--- config.mk ---
export PLATFORM = sky130hd
export DESIGN_NAME = psb_sieve_ctrl
export DESIGN_NICKNAME = d
export VERILOG_FILES = /design/src/psb_pkg.sv /design/src/psb_sieve_ctrl.sv
export SDC_FILE = /design/constraint.sdc
export NUM_CORES = 1
export LEC_CHECK = 0
export BUFFER_PORTS_ARGS = -buffer_cell sky130_fd_sc_hd__buf_2
export CORE_AREA = 2 2 115 161
export DETAILED_ROUTE_END_ITERATION = 6
export DIE_AREA = 0 0 117 163
export HOLD_SLACK_MARGIN = 0.03
export PLACE_DENSITY = 0.79
export SYNTH_ARGS = -nofsm -noshare
export SYNTH_HDL_FRONTEND = slang
export SYNTH_SLANG_ARGS = --single-unit
--- constraint.sdc ---
create_clock -name clk -period 13.95 [get_ports clk]
set_input_delay 0 -clock clk [delete_from_list [all_inputs] [get_ports clk]]
set_output_delay 0 -clock clk [all_outputs]
set_load 0.05 [all_outputs]
--- src/psb_pkg.sv ---
// Package for the prime sieve bitmap block.
// Sizes, FSM state type and the structs shared by the sieve modules.
`default_nettype none

package psb_pkg;

    localparam int MAX_N       = 4096;
    localparam int WORD_BITS   = 64;
    localparam int STORE_WORDS = (MAX_N + WORD_BITS - 1) / WORD_BITS;
    localparam int NUM_W       = 13;
    localparam int WADDR_W     = $clog2(STORE_WORDS);
    localparam int BIT_W       = $clog2(WORD_BITS);
    localparam int BASE_W      = 7;

    typedef enum logic [2:0] {
        ST_IDLE,
        ST_INIT,
        ST_BASE_RD,
        ST_BASE_CHK,
        ST_CROSS,
        ST_EMIT_RD,
        ST_EMIT_LD
    } state_t;

    typedef struct packed {
        logic                 we;
        logic [WADDR_W-1:0]   waddr;
        logic [WORD_BITS-1:0] wdata;
    } ram_wr_t;

    typedef struct packed {
        logic                 valid;
        logic [WADDR_W-1:0]   word_index;
        logic [WORD_BITS-1:0] prime_mask;
        logic                 last;
    } emit_t;

endpackage

`default_nettype wire

--- src/psb_sieve_ctrl.sv ---
// Sieve sequencer: store init, base scan, pipelined read-modify-write crossing
// and bitmap readout. Drives psb_flag_ram; depends on psb_pkg.
`default_nettype none

module psb_sieve_ctrl
    import psb_pkg::*;
(
    input  wire logic                 clk,
    input  wire logic                 rst_n,
    input  wire logic                 req_valid,
    output logic                      req_ready,
    input  wire logic [NUM_W-1:0]     req_limit,
    input  wire logic                 out_free,
    output emit_t                     emit,
    output ram_wr_t                   wr,
    output logic      [WADDR_W-1:0]   raddr,
    input  wire logic [WORD_BITS-1:0] rdata
);

    state_t               state_reg, state_next;
    logic [NUM_W-1:0]     n_reg, n_next;
    logic [BASE_W-1:0]    b_reg, b_next;
    logic [NUM_W-1:0]     c_reg, c_next;
    logic [WADDR_W-1:0]   k_reg, k_next;
    logic                 pend_valid_reg, pend_valid_next;
    logic [WADDR_W-1:0]   pend_addr_reg, pend_addr_next;
    logic [BIT_W-1:0]     pend_bit_reg, pend_bit_next;

    logic [2*BASE_W-1:0]  b_sq;
    logic                 base_live;
    logic                 base_prime;
    logic                 cross_issue;
    logic [NUM_W-1:0]     n_clamped;
    logic [WADDR_W-1:0]   last_k;
    logic [NUM_W-1:0]     n_minus1;
    logic [WORD_BITS-1:0] tail_mask;

    assign b_sq        = b_reg * b_reg;
    assign base_live   = b_sq < {{(2*BASE_W-NUM_W){1'b0}}, n_reg};
    assign base_prime  = rdata[b_reg[BIT_W-1:0]];
    assign cross_issue = c_reg < n_reg;
    assign n_minus1    = n_reg - NUM_W'(1);
    assign last_k      = WADDR_W'(n_minus1 >> BIT_W);
    assign tail_mask   = (n_reg[BIT_W-1:0] == '0) ? '1
                       : ((WORD_BITS'(1) << n_reg[BIT_W-1:0]) - WORD_BITS'(1));

    always_comb
    begin
        if (req_limit < NUM_W'(2))
            n_clamped = NUM_W'(2);
        else if (req_limit > NUM_W'(MAX_N))
            n_clamped = NUM_W'(MAX_N);
        else
            n_clamped = req_limit;
    end

    // next state
    always_comb
    begin
        state_next = state_reg;
        case (state_reg)
            ST_IDLE:
                if (req_valid)
                    state_next = ST_INIT;
            ST_INIT:
                if (k_reg == WADDR_W'(STORE_WORDS - 1))
                    state_next = ST_BASE_RD;
            ST_BASE_RD:
                state_next = base_live ? ST_BASE_CHK : ST_EMIT_RD;
            ST_BASE_CHK:
                state_next = base_prime ? ST_CROSS : ST_BASE_RD;
            ST_CROSS:
                if (!cross_issue && !pend_valid_reg)
                    state_next = ST_BASE_RD;
            ST_EMIT_RD:
                if (out_free)
                    state_next = ST_EMIT_LD;
            ST_EMIT_LD:
                state_next = (k_reg == last_k) ? ST_IDLE : ST_EMIT_RD;
            default:
                state_next = ST_IDLE;
        endcase
    end

    // outputs and datapath
    always_comb
    begin
        req_ready       = 1'b0;
        emit            = '0;
        wr              = '0;
        raddr           = k_reg;
        n_next          = n_reg;
        b_next          = b_reg;
        c_next          = c_reg;
        k_next          = k_reg;
        pend_valid_next = 1'b0;
        pend_addr_next  = pend_addr_reg;
        pend_bit_next   = pend_bit_reg;
        case (state_reg)
            ST_IDLE:
            begin
                req_ready = 1'b1;
                if (req_valid)
                begin
                    n_next = n_clamped;
                    k_next = '0;
                end
            end
            ST_INIT:
            begin
                wr.we    = 1'b1;
                wr.waddr = k_reg;
                wr.wdata = (k_reg == '0) ? ~WORD_BITS'(3) : '1;
                k_next   = k_reg + WADDR_W'(1);
                b_next   = BASE_W'(2);
            end
            ST_BASE_RD:
            begin
                raddr  = WADDR_W'(b_reg >> BIT_W);
                k_next = '0;
            end
            ST_BASE_CHK:
            begin
                c_next = NUM_W'(b_sq);
                if (!base_prime)
                    b_next = b_reg + BASE_W'(1);
            end
            ST_CROSS:
            begin
                raddr    = WADDR_W'(c_reg >> BIT_W);
                wr.we    = pend_valid_reg;
                wr.waddr = pend_addr_reg;
                wr.wdata = rdata & ~(WORD_BITS'(1) << pend_bit_reg);
                if (cross_issue)
                begin
                    pend_valid_next = 1'b1;
                    pend_addr_next  = WADDR_W'(c_reg >> BIT_W);
                    pend_bit_next   = c_reg[BIT_W-1:0];
                    c_next          = c_reg + NUM_W'(b_reg);
                end
                else if (!pend_valid_reg)
                begin
                    b_next = b_reg + BASE_W'(1);
                end
            end
            ST_EMIT_RD:
            begin
                raddr = k_reg;
            end
            ST_EMIT_LD:
            begin
                emit.valid      = 1'b1;
                emit.word_index = k_reg;
                emit.last       = (k_reg == last_k);
                emit.prime_mask = (k_reg == last_k) ? (rdata & tail_mask) : rdata;
                k_next          = k_reg + WADDR_W'(1);
            end
            default:
            begin
                req_ready = 1'b0;
            end
        endcase
    end

    always_ff @(posedge clk or negedge rst_n)
    begin
        if (!rst_n)
        begin
            state_reg      <= ST_IDLE;
            n_reg          <= NUM_W'(2);
            b_reg          <= '0;
            c_reg          <= '0;
            k_reg          <= '0;
            pend_valid_reg <= 1'b0;
        end
        else
        begin
            state_reg      <= state_next;
            n_reg          <= n_next;
            b_reg          <= b_next;
            c_reg          <= c_next;
            k_reg          <= k_next;
            pend_valid_reg <= pend_valid_next;
        end
    end

    always_ff @(posedge clk)
    begin
        pend_addr_reg <= pend_addr_next;
        pend_bit_reg  <= pend_bit_next;
    end

    a_cross_in_range: assert property (@(posedge clk) disable iff (!rst_n)
        (state_reg == ST_CROSS && pend_valid_reg)
            |-> (NUM_W'({pend_addr_reg, pend_bit_reg}) < n_reg))
        else $error("crossing write beyond limit");

    a_emit_after_read: assert property (@(posedge clk) disable iff (!rst_n)
        emit.valid |-> ($past(state_reg) == ST_EMIT_RD))
        else $error("bitmap word without a preceding read");

    a_last_ends_run: assert property (@(posedge clk) disable iff (!rst_n)
        (emit.valid && emit.last) |=> (state_reg == ST_IDLE))
        else $error("run did not end after last word");

endmodule

`default_nettype wire

==> impl_metrics.yaml <==
clock_tree:
  worstSkewPairLatency_ns: 0.30
  clkSlewWorstSetupHoldPaths_ns: 0.08
  cts_tree: "built"
  post_cts_buffers: 0
  h-tree-depth: 2
  clock_sinks: 55
  numCtsBuffers: 5
  root_buffer: "clkbuf_16"
  cts-resized-gates: 0
  cts_buffer_depth: 2
power_and_ir_drop:
  ir_worst_vdd_mv: 0.198
  netSwitchingPower_w: 0.00148
  seq_power_share: 0.138
  total_power_w: 0.00225
  p_leak_nw: 4.86
  p_clk_frac: 0.067
  p_int_w: 0.000772
  power_density_mw_per_mm2: 230
  swShare: 0.658
  combPwrFrac: 0.795
critical_path:
  worst_ep_required_time_ns: 14.17
  timing.rr.start: "b_reg[1]$_DFFE_PN0P_"
  rr_endpoint: "state_reg[1]$_DFFE_PN0P_"
  cp-start-kind: "register"
  end_kind: "register"
  reg2regPathDepth: 24
  cp-startpoint: "b_reg[1]$_DFFE_PN0P_"
  crit_fanout: 34
  cp.arrival_ns: 6.58
  reg2reg_slack_ns: 7.59
  path_class: "reg2reg"
synth:
  syn_avg_cell_area_um2: 7.00
  synth_enable_flop_cells: 12
  ys.warnings.count: 0
  syn_nets: 1339
  synth.yosys.seq_area_share: 0.173
  async_reset_ff_frac: 0.782
  ys_dominant_reg_cell: "dfrtp_1"
  ys_top_cells_by_area: "dfrtp_1, nand2_1, ha_1"
  ys_ff_latch: 55
  synth_cells: 1185
  synth.largest_area_cell: "dfrtp_1"
  synth_top_area_frac: 0.127
  netlist_area_mm2: 0.00830
  synth.distinct_cells: 75
grt:
  grt_busiest_layer: "met2"
  use_met1: 0.438
  grt_usage: 0.377
  antenna_found_initial: 3
  met2_usage: 0.628
  grt_start_max_net_pins: 87
  overflow: 0
  grt_pass1_vias: 9529
  grt_util_met3: 0.0785
  grt_pass1_wl_mm: 54.8
sta:
  skew_ns: 0.00901
  fin_crit_ns: 6.36
  worstMarginPinSlew_ns: 1.05
  timing.final.max_slew_violations: 0
  fmax_mhz: 157
  rsz0062_at_grt: "no"
  setup-violations-final: 0
  finalWorstSetupSlack_ns: 7.59
  hold_viol: 0
  maxSlewHeadroom: 0.297
  finalCritPeriodShare: 0.456
  fin_setup_tns_ns: 0
placed_design:
  dp_hpwl_mm: 27.9
  io_buffer_count: 230
  dpl.cell_count: 1579
  pre_cts_ws_ns: 7.63
  routabilityCongestion: 1.03
layout:
  nets: 1513
  area_delta_synth_final_pct: 18.1
  drive_above_1_share: 0.221
  final_util: 0.551
  layout_common_cells: "nand2_1, buf_2, a21oi_1"
  layoutNonFillerInstCount: 1601
  final_common_cell: "nand2_1"
drt:
  avgViaCountPerCell: 6.42
  vias: 10300
  drt_iter0_drc: 1207
  drc: 0
  postRouteWirelength_mm: 36.7
  wl_per_cell_um: 22.9
  ant_nets: 0
  dr.pass1.iters: 6
floorplanning:
  core-area_mm2: 0.0178
  dieArea_mm2: 0.0191
  initial_core_util: 0.467
  die-height_um: 163
  io_pins: 231
  fp-row-count: 58
  die_w_um: 117
min_path:
  min_to: "n_reg[1]$_DFFE_PN1P_"
  hold_path.class: "in2reg"
  worstHoldStart: "req_limit[1]"
  whs_path_depth: 5
run:
  cap_viol_max_count: 0
run_status:
  status: "completed"
[through the flow]
step,cell area (um2),hold WS (ns)
floorplan,8300,-0.296
global placement,9500,0.219
detailed placement,9500,0.235
CTS,9800,0.0944
global route,9800,0.195
finish,9800,0.138
[cells in the mapped netlist (16+ instances only)]
master	n
inv_1	52
clkbuf_1	77
o211ai_1	28
nand2_1	257
o21ai_0	72
xnor2_1	18
a21oi_1	87
and3_1	19
nor3_1	28
ha_1	59
nor2_1	79
nand3_1	59
a22oi_1	16
dfrtp_1	42
[worst max-delay path, cell delays in order, from the launching register on]
cell and delay [ns]:
dfrtp_1 0.33, buf_4 0.43, nand2_1 0.18, xor2_1 0.18, ha_1 0.27, inv_1 0.05
fa_1 0.53, inv_1 0.06, fa_1 0.52, inv_1 0.05, fa_1 0.53, inv_1 0.04
ha_1 0.32, o21a_1 0.19, o21a_1 0.16, o22ai_1 0.27, o21ai_0 0.20, xor2_1 0.26
ha_1 0.29, a211o_1 0.29, a221oi_1 0.22, a21oi_1 0.11, a311o_1 0.34, or2_2 0.29
a31oi_1 0.15
[power groups by stage]
stage / logic (W) / clock network, W / registers (W)
floorplan: 0.00132 / 0 / 0.000262
global placement: 0.00173 / 0 / 0.000310
detailed placement: 0.00174 / 0 / 0.000312
CTS: 0.00176 / 0.000152 / 0.000309
global route: 0.00189 / 0.000157 / 0.000320
finish: 0.00179 / 0.000151 / 0.000312
[logic make-up (layout without fill, tap and decap cells)]
| logic type | after synthesis | in the layout | share of synthesized area |
|---|---|---|---|
| AND/OR/NAND/NOR | 524 | 524 | 0.286 |
| AO/OA/AOI/OAI | 329 | 329 | 0.263 |
| buffers and inverters | 145 | 320 | 0.0692 |
| adder cells (fa/ha/maj) | 73 | 73 | 0.123 |
| flip-flops | 55 | 55 | 0.173 |
| multiplexers | 31 | 31 | 0.0564 |
| XOR/XNOR | 28 | 28 | 0.0295 |
| other | 0 | 1 | 0 |
[final cells by class]
type,count,area (um2)
Sequential cell,55,1440
Tap cell,240,300
Fill cell,1758,7980
Multi-Input combinational cell,985,6300
Inverter,56,210
Timing Repair Buffer,256,1380
Clock inverter,3,42.5
Antenna cell,1,2.50
Clock buffer,5,125
[metal layers]
layer  part of all wire  vias up
li1                   -     4600
met1               0.36     4787
met2               0.48      709
met3              0.096      178
met4              0.070        4
met5            0.00076        -
[worst max-delay path by stage]
stage                                to  slack (ns)  depth (start not counted)
6_report       state_reg[1]$_DFFE_PN0P_        7.59                         24
5_1_grt        state_reg[1]$_DFFE_PN0P_        7.20                         24
4_1_cts        state_reg[1]$_DFFE_PN0P_        7.60                         24
3_5_place_dp   state_reg[1]$_DFFE_PN0P_        7.63                         24
3_3_place_gp   state_reg[1]$_DFFE_PN0P_        7.67                         24
2_1_floorplan  state_reg[1]$_DFFE_PN0P_        7.45                         26
[repair_timing]
action                     in CTS  in global routing
hold buffers                   13                  0
hold endpoints to repair       54                  0
setup endpoints to repair       0                  0
No activity file was read; power rests on OpenSTA's default activity.
